File: src/hw/rtl/rpcf_pkg.sv
// ----------------------------------------------------------------------------
// rpcf_pkg
// shared types, codes and fixed-point constants of the rgb pixel color filter
// ----------------------------------------------------------------------------
package rpcf_pkg;

   localparam int CHAN_W         = 8;
   localparam int GAIN_W         = 16;
   localparam int GAIN_FRAC_BITS = 8;

   // luma weights in q0.16, they sum to one
   localparam int LUMA_FRAC_BITS = 16;
   localparam int LUMA_COEF_W    = 16;
   localparam logic [LUMA_COEF_W-1:0] LUMA_W_RED   = 16'd13933;
   localparam logic [LUMA_COEF_W-1:0] LUMA_W_GREEN = 16'd46871;
   localparam logic [LUMA_COEF_W-1:0] LUMA_W_BLUE  = 16'd4732;

   localparam int PROD_W       = CHAN_W + GAIN_W;
   localparam int LUMA_SUM_W   = PROD_W + 2;
   localparam int GAIN_SHIFT_W = PROD_W - GAIN_FRAC_BITS;

   localparam int MODE_W = 2;
   localparam logic [MODE_W-1:0] MODE_GRAY   = 2'd0;
   localparam logic [MODE_W-1:0] MODE_INVERT = 2'd1;
   localparam logic [MODE_W-1:0] MODE_GAIN   = 2'd2;

   // register file, one 32-bit word per register
   localparam int ADDR_W    = 5;
   localparam int REG_IDX_W = 3;
   localparam int DATA_W    = 32;
   localparam logic [REG_IDX_W-1:0] REG_MODE       = 3'd0;
   localparam logic [REG_IDX_W-1:0] REG_DEPTH      = 3'd1;
   localparam logic [REG_IDX_W-1:0] REG_GAIN_RED   = 3'd2;
   localparam logic [REG_IDX_W-1:0] REG_GAIN_GREEN = 3'd3;
   localparam logic [REG_IDX_W-1:0] REG_GAIN_BLUE  = 3'd4;

   localparam logic [CHAN_W-1:0] DEPTH_RESET = 8'd255;
   localparam logic [GAIN_W-1:0] GAIN_RESET  = 16'd256;

   typedef struct packed {
      logic [CHAN_W-1:0] red_in;
      logic [CHAN_W-1:0] green_in;
      logic [CHAN_W-1:0] blue_in;
   } req_data_type;

   typedef struct packed {
      logic [CHAN_W-1:0] red_out;
      logic [CHAN_W-1:0] green_out;
      logic [CHAN_W-1:0] blue_out;
   } rsp_data_type;

endpackage

File: src/hw/rtl/rgb_pixel_color_filter.sv
// ----------------------------------------------------------------------------
// rgb_pixel_color_filter
// per-pixel rgb filter: bt.709 grayscale, invert, or per-channel gain
// ----------------------------------------------------------------------------
// one pixel in and one pixel out per transfer, one pixel per clock sustained
// while rsp_stall is low. a pixel passes three registered stages in order:
// stage 1 does the six 8x16 products (luma weights and gains), stage 2 sums
// the luma and shifts and saturates the gained channels, stage 3 picks the
// result by mode and also forms the inverted channels. each stage has its
// own valid bit and moves on whenever the stage ahead is empty or empties
// in the same cycle, so the input keeps taking pixels while a result waits
// on rsp_stall; req_stall rises only when all three stages are full and the
// output is stalled. the block holds no state between pixels. registers:
// mode at 0x00 (0 gray, 1 invert, 2 gain, 3 pass through), depth at 0x04,
// gain_red/green/blue at 0x08/0x0c/0x10 in unsigned q8.8. write them only
// while no pixel is in flight.
module rgb_pixel_color_filter
   import rpcf_pkg::*;
(
   input  logic                clock,
   input  logic                reset,
   // pixel input
   input  logic                req_valid,
   output logic                req_stall,
   input  req_data_type        req_data,
   // pixel output
   output logic                rsp_valid,
   input  logic                rsp_stall,
   output rsp_data_type        rsp_data,
   // register port
   input  logic                psel,
   input  logic                penable,
   input  logic                pwrite,
   input  logic [ADDR_W-1:0]   paddr,
   input  logic [DATA_W-1:0]   pwdata,
   output logic [DATA_W-1:0]   prdata,
   output logic                pready
);

   // ------------------------------------------------------------------------
   // register file
   // ------------------------------------------------------------------------
   logic [MODE_W-1:0]    mode_ff;
   logic [CHAN_W-1:0]    depth_ff;
   logic [GAIN_W-1:0]    gain_red_ff;
   logic [GAIN_W-1:0]    gain_green_ff;
   logic [GAIN_W-1:0]    gain_blue_ff;
   logic [REG_IDX_W-1:0] reg_idx;
   logic                 reg_write;

   // word address, low byte bits ignored
   assign reg_idx   = paddr[ADDR_W-1:2];
   assign reg_write = psel & penable & pwrite & pready;
   assign pready    = 1'b1;

   always_ff @(posedge clock) begin
      if (reset) begin
         mode_ff       <= MODE_GRAY;
         depth_ff      <= DEPTH_RESET;
         gain_red_ff   <= GAIN_RESET;
         gain_green_ff <= GAIN_RESET;
         gain_blue_ff  <= GAIN_RESET;
      end else if (reg_write) begin
         case (reg_idx)
            REG_MODE:       mode_ff       <= pwdata[MODE_W-1:0];
            REG_DEPTH:      depth_ff      <= pwdata[CHAN_W-1:0];
            REG_GAIN_RED:   gain_red_ff   <= pwdata[GAIN_W-1:0];
            REG_GAIN_GREEN: gain_green_ff <= pwdata[GAIN_W-1:0];
            REG_GAIN_BLUE:  gain_blue_ff  <= pwdata[GAIN_W-1:0];
            default: ;  // writes past the last register are dropped
         endcase
      end
   end

   always_comb begin
      case (reg_idx)
         REG_MODE:       prdata = DATA_W'(mode_ff);
         REG_DEPTH:      prdata = DATA_W'(depth_ff);
         REG_GAIN_RED:   prdata = DATA_W'(gain_red_ff);
         REG_GAIN_GREEN: prdata = DATA_W'(gain_green_ff);
         REG_GAIN_BLUE:  prdata = DATA_W'(gain_blue_ff);
         default:        prdata = '0;
      endcase
   end

   // ------------------------------------------------------------------------
   // pipeline flow control
   // ------------------------------------------------------------------------
   logic s1_valid_ff;
   logic s2_valid_ff;
   logic rsp_valid_ff;
   logic s1_ready;
   logic s2_ready;
   logic s3_ready;
   logic req_xfer;

   // a stage takes new data when empty or when its content moves on
   assign s3_ready  = ~rsp_valid_ff | ~rsp_stall;
   assign s2_ready  = ~s2_valid_ff | s3_ready;
   assign s1_ready  = ~s1_valid_ff | s2_ready;
   assign req_stall = ~s1_ready;
   assign req_xfer  = req_valid & s1_ready;

   always_ff @(posedge clock) begin
      if (reset) begin
         s1_valid_ff  <= 1'b0;
         s2_valid_ff  <= 1'b0;
         rsp_valid_ff <= 1'b0;
      end else begin
         if (s1_ready) s1_valid_ff  <= req_valid;
         if (s2_ready) s2_valid_ff  <= s1_valid_ff;
         if (s3_ready) rsp_valid_ff <= s2_valid_ff;
      end
   end

   // ------------------------------------------------------------------------
   // stage 1: products
   // ------------------------------------------------------------------------
   req_data_type      s1_pix_ff;
   logic [PROD_W-1:0] s1_luma_red_ff,  s1_luma_green_ff,  s1_luma_blue_ff;
   logic [PROD_W-1:0] s1_gain_red_ff,  s1_gain_green_ff,  s1_gain_blue_ff;
   logic [PROD_W-1:0] s1_luma_red_in,  s1_luma_green_in,  s1_luma_blue_in;
   logic [PROD_W-1:0] s1_gain_red_in,  s1_gain_green_in,  s1_gain_blue_in;

   assign s1_luma_red_in   = PROD_W'(req_data.red_in)   * PROD_W'(LUMA_W_RED);
   assign s1_luma_green_in = PROD_W'(req_data.green_in) * PROD_W'(LUMA_W_GREEN);
   assign s1_luma_blue_in  = PROD_W'(req_data.blue_in)  * PROD_W'(LUMA_W_BLUE);
   assign s1_gain_red_in   = PROD_W'(req_data.red_in)   * PROD_W'(gain_red_ff);
   assign s1_gain_green_in = PROD_W'(req_data.green_in) * PROD_W'(gain_green_ff);
   assign s1_gain_blue_in  = PROD_W'(req_data.blue_in)  * PROD_W'(gain_blue_ff);

   always_ff @(posedge clock) begin
      if (req_xfer) begin
         s1_pix_ff        <= req_data;
         s1_luma_red_ff   <= s1_luma_red_in;
         s1_luma_green_ff <= s1_luma_green_in;
         s1_luma_blue_ff  <= s1_luma_blue_in;
         s1_gain_red_ff   <= s1_gain_red_in;
         s1_gain_green_ff <= s1_gain_green_in;
         s1_gain_blue_ff  <= s1_gain_blue_in;
      end
   end

   // ------------------------------------------------------------------------
   // stage 2: luma sum, gain shift and saturation at depth
   // ------------------------------------------------------------------------
   logic [LUMA_SUM_W-1:0] s2_luma_sum;
   logic [CHAN_W-1:0]     s2_luma_in;
   logic [CHAN_W-1:0]     s2_gain_red_in, s2_gain_green_in, s2_gain_blue_in;
   logic                  s2_load;
   req_data_type          s2_pix_ff;
   logic [CHAN_W-1:0]     s2_luma_ff;
   logic [CHAN_W-1:0]     s2_gain_red_ff, s2_gain_green_ff, s2_gain_blue_ff;

   function automatic logic [CHAN_W-1:0] gain_sat(input logic [PROD_W-1:0] prod,
                                                  input logic [CHAN_W-1:0] limit);
      logic [GAIN_SHIFT_W-1:0] scaled;
      scaled = prod[PROD_W-1:GAIN_FRAC_BITS];
      if (scaled > GAIN_SHIFT_W'(limit)) begin
         return limit;
      end
      return scaled[CHAN_W-1:0];
   endfunction

   // weights sum to one, so the luma always fits in a channel
   assign s2_luma_sum = LUMA_SUM_W'(s1_luma_red_ff) + LUMA_SUM_W'(s1_luma_green_ff)
                      + LUMA_SUM_W'(s1_luma_blue_ff);
   assign s2_luma_in  = s2_luma_sum[LUMA_FRAC_BITS +: CHAN_W];

   assign s2_gain_red_in   = gain_sat(s1_gain_red_ff,   depth_ff);
   assign s2_gain_green_in = gain_sat(s1_gain_green_ff, depth_ff);
   assign s2_gain_blue_in  = gain_sat(s1_gain_blue_ff,  depth_ff);

   assign s2_load = s1_valid_ff & s2_ready;

   always_ff @(posedge clock) begin
      if (s2_load) begin
         s2_pix_ff        <= s1_pix_ff;
         s2_luma_ff       <= s2_luma_in;
         s2_gain_red_ff   <= s2_gain_red_in;
         s2_gain_green_ff <= s2_gain_green_in;
         s2_gain_blue_ff  <= s2_gain_blue_in;
      end
   end

   // ------------------------------------------------------------------------
   // stage 3: invert and mode select into the output register
   // ------------------------------------------------------------------------
   rsp_data_type rsp_data_ff;
   rsp_data_type rsp_data_in;
   logic         s3_load;

   always_comb begin
      case (mode_ff)
         MODE_GRAY: begin
            rsp_data_in.red_out   = s2_luma_ff;
            rsp_data_in.green_out = s2_luma_ff;
            rsp_data_in.blue_out  = s2_luma_ff;
         end
         MODE_INVERT: begin
            // wraps when the channel is above depth
            rsp_data_in.red_out   = depth_ff - s2_pix_ff.red_in;
            rsp_data_in.green_out = depth_ff - s2_pix_ff.green_in;
            rsp_data_in.blue_out  = depth_ff - s2_pix_ff.blue_in;
         end
         MODE_GAIN: begin
            rsp_data_in.red_out   = s2_gain_red_ff;
            rsp_data_in.green_out = s2_gain_green_ff;
            rsp_data_in.blue_out  = s2_gain_blue_ff;
         end
         default: begin
            // unused mode passes the pixel through
            rsp_data_in.red_out   = s2_pix_ff.red_in;
            rsp_data_in.green_out = s2_pix_ff.green_in;
            rsp_data_in.blue_out  = s2_pix_ff.blue_in;
         end
      endcase
   end

   assign s3_load = s2_valid_ff & s3_ready;

   always_ff @(posedge clock) begin
      if (s3_load) begin
         rsp_data_ff <= rsp_data_in;
      end
   end

   assign rsp_valid = rsp_valid_ff;
   assign rsp_data  = rsp_data_ff;

endmodule

File: config.mk
export PLATFORM = sky130hd
export DESIGN_NAME = rgb_pixel_color_filter
export DESIGN_NICKNAME = d
export VERILOG_FILES = /design/src/hw/rtl/rpcf_pkg.sv /design/src/hw/rtl/rgb_pixel_color_filter.sv
export SDC_FILE = /design/constraint.sdc
export NUM_CORES = 2
export LEC_CHECK = 0
export BUFFER_PORTS_ARGS = -buffer_cell sky130_fd_sc_hd__buf_2
export CAP_MARGIN = 0
export CORE_MARGIN = 1
export CORE_UTILIZATION = 46
export CTS_BUF_LIST = sky130_fd_sc_hd__clkbuf_8
export DETAILED_ROUTE_END_ITERATION = 16
export GPL_TIMING_DRIVEN = 0
export SLEW_MARGIN = 0
export SYNTH_ARGS = -nofsm -noshare
export SYNTH_HDL_FRONTEND = slang
export SYNTH_SLANG_ARGS = --single-unit
File: constraint.sdc
create_clock -name clock -period 8.3 [get_ports clock]
set_input_delay 1.245 -clock clock [delete_from_list [all_inputs] [get_ports clock]]
set_output_delay 1.245 -clock clock [all_outputs]
set_load 0.01 [all_outputs]
# After elaboration in Yosys (flattened, before gate mapping)
# Cells that the tools add are included.
totals:
  inputBits: 68
  ff_bits: 302
  out_inout_bits: 59
classes:
  order_cmp: 3
  mul: 6
  n_addsub: 5
  muxes: 11
  n_eq_ne: 6
  n_bitwise: 13
  reduce_logical: 7
op_table:
  columns: ["operator", "n"]
  rows:
  - ["case mux 16 bit (5 select lines)", 1]
  - ["multiplier 8 x 16 -> 24 bit", 3]
  - ["case mux 24 bit (3 select lines)", 1]
  - ["> comparator 16 x 8 -> 1 bit", 3]
  - ["two-way mux 8 bit", 6]
  - ["adder 22 x 24 -> 24 bit", 1]
  - ["adder 24 x 21 -> 24 bit", 1]
  - ["multiplier 8 x 16 -> 24 bit (second input constant)", 1]
  - ["subtractor 8 bit", 3]
  - ["multiplier 8 x 14 -> 22 bit (second input constant)", 1]
  - ["multiplier 8 x 11 -> 19 bit (second input constant)", 1]
  - ["AND reduction 2 bit", 5]
  - ["equality test 3 x 2 -> 1 bit (second input constant)", 2]
  - ["bitwise AND 1 bit", 5]
  - ["NOT 1 bit", 5]
  - ["equality test 3 x 1 -> 1 bit (second input constant)", 1]
  - ["equality test 3 bit (second input constant)", 1]
  - ["logical NOT 3 bit", 1]
  - ["two-way mux 1 bit", 3]
  - ["OR 1 bit", 3]
  - ["equality test 2 x 1 -> 1 bit (second input constant)", 1]
  - ["equality test 2 bit (second input constant)", 1]
  - ["logical NOT 2 bit", 1]

# Depth between registers and ports, before layout
depth:
  depth_word: 5
  ltp_mapped: 19
  mapped_depth_nobuf: 17

# Least setup slack after synthesis
# Ideal clock, no wire load.
synth_timing:
  path_kind: "input port to flip-flop"
  start: "input rsp_stall"
  end: "register s1_gain_blue_ff[10] (enable)"
  required_time_ns: 7.658
  n_path_buf: 0
  t_arrival_ns: 7.516
  path_stages: 3
  path_slack_ns: 0.143
  cell_sequence: "and3_1 and2_1 nor2b_1"
synth_via:
  elab_chain_len: 5
synth_lines:
  columns: ["item", "line_no", "text"]
  rows:
  - ["start, declared", "rgb_pixel_color_filter.sv:28", "input logic rsp_stall,"]
  - ["NOT 1 bit", "rgb_pixel_color_filter.sv:98", "assign s3_ready = ~rsp_valid_ff | ~rsp_stall;"]
  - ["OR 1 bit", "rgb_pixel_color_filter.sv:98", null]
  - ["OR 1 bit", "rgb_pixel_color_filter.sv:99", "assign s2_ready = ~s2_valid_ff | s3_ready;"]
  - ["OR 1 bit", "rgb_pixel_color_filter.sv:100", "assign s1_ready = ~s1_valid_ff | s2_ready;"]
  - ["bitwise AND 1 bit", "rgb_pixel_color_filter.sv:102", "assign req_xfer = req_valid & s1_ready;"]
  - ["net req_xfer", "rgb_pixel_color_filter.sv:95", "logic req_xfer;"]
  - ["end signal, assigned", "rgb_pixel_color_filter.sv:140", "s1_gain_blue_ff <= s1_gain_blue_in;"]
  - ["end, declared", "rgb_pixel_color_filter.sv:121", "logic [PROD_W-1:0] s1_gain_red_ff, s1_gain_green_ff, s1_gain_blue_ff;"]
# The timed path passes the listed nets, and every way through them passes these cells.
# A chain may end at the register's enable or synchronous reset.

# Worst setup path after layout
layout_timing:
  start: "input req_data[11] (netlist name)"
  end: "register s1_gain_green_ff[20], data pin"
layout_via:
  elab_chain_len: 1
layout_lines:
  columns: ["item", "line_no", "text"]
  rows:
  - ["start, declared", "rgb_pixel_color_filter.sv:25", "input req_data_type req_data,"]
  - ["multiplier 8 x 16 -> 24 bit", "rgb_pixel_color_filter.sv:129", "assign s1_gain_green_in = PROD_W'(req_data.green_in) * PROD_W'(gain_green_ff);"]
  - ["net s1_gain_green_in[20]", "rgb_pixel_color_filter.sv:123", "logic [PROD_W-1:0] s1_gain_red_in, s1_gain_green_in, s1_gain_blue_in;"]
  - ["end signal, assigned", "rgb_pixel_color_filter.sv:139", "s1_gain_green_ff <= s1_gain_green_in;"]
  - ["end, declared", "rgb_pixel_color_filter.sv:121", null]
# The timed path passes the listed nets, and every way through them passes these cells.

==> summary.txt <==
Global routing
  • Grt total ovfl: 0
  • First-pass GRT wire length: 125,000 um
  • GRT Total Usage: 24.3%
  • Number of global-route vias before repair: 22,803
  • Initial antenna violation count: 2
  • Pin count of the biggest net entering global routing: 38

Power and ir drop
  • Flop pwr share: approximately 33%
  • Power per cell area: 190 mW/mm^2
  • Clock group share of total power: roughly a fifth
  • Post-layout power: ~6200 uW
  • Worst IR drop on VDD: between 0.15 and 0.2 mV
  • Combinational share of power: roughly 48%
  • LEAKAGE: 0.0155 uW
  • Int Power: 3760 uW
  • Sw Share: between 30 and 40%
  • NetSw: approximately 2400 uW

Placed design
  • Hpwl dp: 62,800 um
  • Placed insts: 3,914
  • RD Place Congestion: 0.932
  • IO buf count: about 90

Final layout
  • Register area: 0.00762 mm^2
  • Syn-to-layout area delta: 8.70%
  • Filler cell count: 5,938
  • Multi-input gate area: just over 0.02 mm^2
  • Layout net count: slightly below 4,000
  • Fraction of layout cells with a size suffix above 1: 7.86%
  • Layout Cells excl Fill: 3,998

Clocking
  • CTS Hold Bufs: 0
  • Max clock buf depth: 3
  • CTS sink cnt: 274
  • Clock-pin transition on the worst setup and hold timing paths: 0.07 ns
  • Clock Latency Late Sink: ~0.60 ns
  • Setup bufs post-CTS: 0
  • CTS root buf: clkbuf_8
  • Post-cts resize count: 0
  • CTS Buf Count: 45
  • CTS tree: yes
  • Htree depth: 2

Timing
  • Final period util: 73.4%
  • Setup Viol. Count Final: 0
  • Clk_skew: roughly 0.028 ns
  • Max-slew violation count: 0
  • RSZ-0062 raised after global routing: false
  • Max Clock Freq: 164 MHz
  • Worst slew pin tran: between 0.9 and 1 ns
  • Hold slack: 0.418 ns
  • Slew headroom: 37.4%
  • TNS Setup: 0 ns
  • Tmin final: 6.09 ns
  • Hold Vio Cnt, Final: 0

Logic synthesis
  • Netlist Area Pre-Place: 0.0300 mm^2
  • Avg Inst Size Synth: 10.2 um^2
  • Synth Flop Type: edfxtp_1
  • Post-synthesis sequential area ratio: between 20% and 30%
  • Yosys top cell by area: fa_1
  • Post-Syn Instances: 2,949
  • Synth top cells by count: inv_1, fa_1, ha_1, and2_1, nand2_1
  • Synth area leaders: fa_1, edfxtp_1, ha_1
  • Synth Register Bits: 274
  • EDFF count, synth: 213
  • Share of the synthesized area in the top cell type: 23.6%
  • Most numerous cell in the Yosys netlist: inv_1
  • Synth cell types: 74
  • Syn. warnings: 0
  • Ys async rst share: 0%

Routing
  • Drt via density: 5.43
  • Total Wirelength: 79,100 um
  • Antenna-violating nets left: 0
  • Vias: around 22,000
  • DRT iter0 DRCs: ~1,500
  • Per-cell routed wire length: ~20 um
  • # DRC: 0
  • Drt pass-1 iters: 5

Die
  • Row Count: 93
  • Initial core utilization: 46.6%
  • Die Footprint: around 0.066 mm^2
  • Area of the core: approximately 0.064 mm^2
  • I/O Pins: 127
  • Die outline width: 257 um
  • Die Y: 257 um

Worst setup path
  • Critical path class: input pin to flop
  • Reg2Reg Depth: 16
  • Startpoint types: input pin
  • Worst r2r src: gain_green_ff[4]
  • R2R Setup Slk: between 3 and 4 ns
  • CP required: 8.65 ns
  • Crit path capture: s1_gain_green_ff[20]
  • Crit. End Element: flop
  • Crit. Startpoint: req_data[11]
  • Worst-path fanout max: 12
  • CP arrival: 6.44 ns
  • Reg2reg end: s1_gain_green_ff[20]

Min path
  • Min-Delay Path Class: flop to flop

Status
  • Status: completed

Job
  • Max Cap Viol: 0
==> worst max-delay path: stages <==
cell and delay [ns]:
buf_2 0.35, buf_1 0.59, nand2_1 0.17, fa_1 0.51, fa_1 0.55, inv_1 0.05
fa_1 0.47, inv_1 0.05, fa_1 0.47, inv_1 0.05, ha_1 0.21, a2111oi_4 0.33
o21ai_2 0.19, a311oi_2 0.34, o31ai_2 0.14, o31a_1 0.32, o311a_1 0.35
==> through the flow <==
stage               instance area (um^2)  utilization [%]  setup slack (ns)
finish                             32600             50.6              2.21
global route                       32600             50.6              2.02
CTS                                32600             50.6              2.24
detailed placement                 31700             49.2              1.59
global placement                   31600             49.0             -2.48
floorplan                          30100                -             0.143
==> cells in the final DEF (no fill, tap or decap), drive strengths merged, types with 15 or more instances in the layout <==
cell type  count
a21oi        142
fa           354
xnor2         70
nand2b        24
clkinv        15
nand4         18
edfxtp       213
ha           347
nor3          19
mux2          21
xor2          30
nor2          94
mux4          21
inv          522
nor2b         21
dfxtp         61
nand2        235
o21ai         77
and2         309
nand3         17
a21o          50
conb          17
o21a          21
mux2i         22
buf          127
a211o         18
clkbuf       111
a211oi        16
==> logic make-up after synthesis <==
kind of cell               count (synthesis)  share of synthesized area (%)
buffers and inverters                    603                           7.77
xor gates and xnor gates                 100                           2.92
DFF                                      274                           25.4
other                                      2                         0.0250
muxes                                     64                           3.10
and+or+nand+nor                          788                           13.7
adders and majority gates                701                           38.1
AOI/OAI and AO/OA                        417                           9.08
==> cell type report <==
type / instances / area share [%]
multi-input cells: 2087 / 61.7
flip-flops and latches: 274 / 23.3
inverters: 507 / 5.83
well taps: 855 / 3.28
clock buffers: 47 / 1.98
repair buffers: 95 / 1.74
plain buffers: 96 / 1.32
clock inverters: 35 / 0.759
diodes: 2 / 0.0153
==> worst min path at each step <==
| stage | start | to | depth (start not counted) |
|---|---|---|---|
| 2_1_floorplan | s1_pix_ff[10] | s2_pix_ff[10] | 0 |
| 3_3_place_gp | s1_pix_ff[15] | s2_pix_ff[15] | 0 |
| 3_5_place_dp | s1_pix_ff[12] | s2_pix_ff[12] | 0 |
| 4_1_cts | s1_pix_ff[14] | s2_pix_ff[14] | 0 |
| 5_1_grt | s1_pix_ff[12] | s2_pix_ff[12] | 0 |
| 6_report | s1_pix_ff[10] | s2_pix_ff[10] | 0 |
==> power by group through the flow <==
stage | logic, uW | clock network, uW | registers, uW
floorplan | 2200 | 0 | 1960
global placement | 2850 | 0 | 2050
detailed placement | 2940 | 0 | 2040
CTS | 2970 | 1230 | 2020
global route | 3370 | 1270 | 2030
finish | 2980 | 1190 | 2010
==> per-layer routing <==
layer / vias up / global-route usage, % / part of all wire (%)
li1: 10007 / - / -
met1: 10835 / 33.9 / 44
met2: 711 / 39.7 / 46
met3: 149 / 2.67 / 6.3
met4: 4 / 7.51 / 2.9
met5: - / 0 / 0.034
==> registers in the layout, summed over array words and instances (netlist names), 16 cells and up <==
signal,count
s1_luma_green_ff,23
s1_gain_blue_ff,16
gain_red_ff,16
s1_gain_red_ff,16
s1_pix_ff,24
s2_pix_ff,24
gain_blue_ff,16
s1_luma_blue_ff,18
rsp_data,24
gain_green_ff,16
s1_luma_red_ff,20
s1_gain_green_ff,16
No activity file was read; power rests on OpenSTA's default activity.
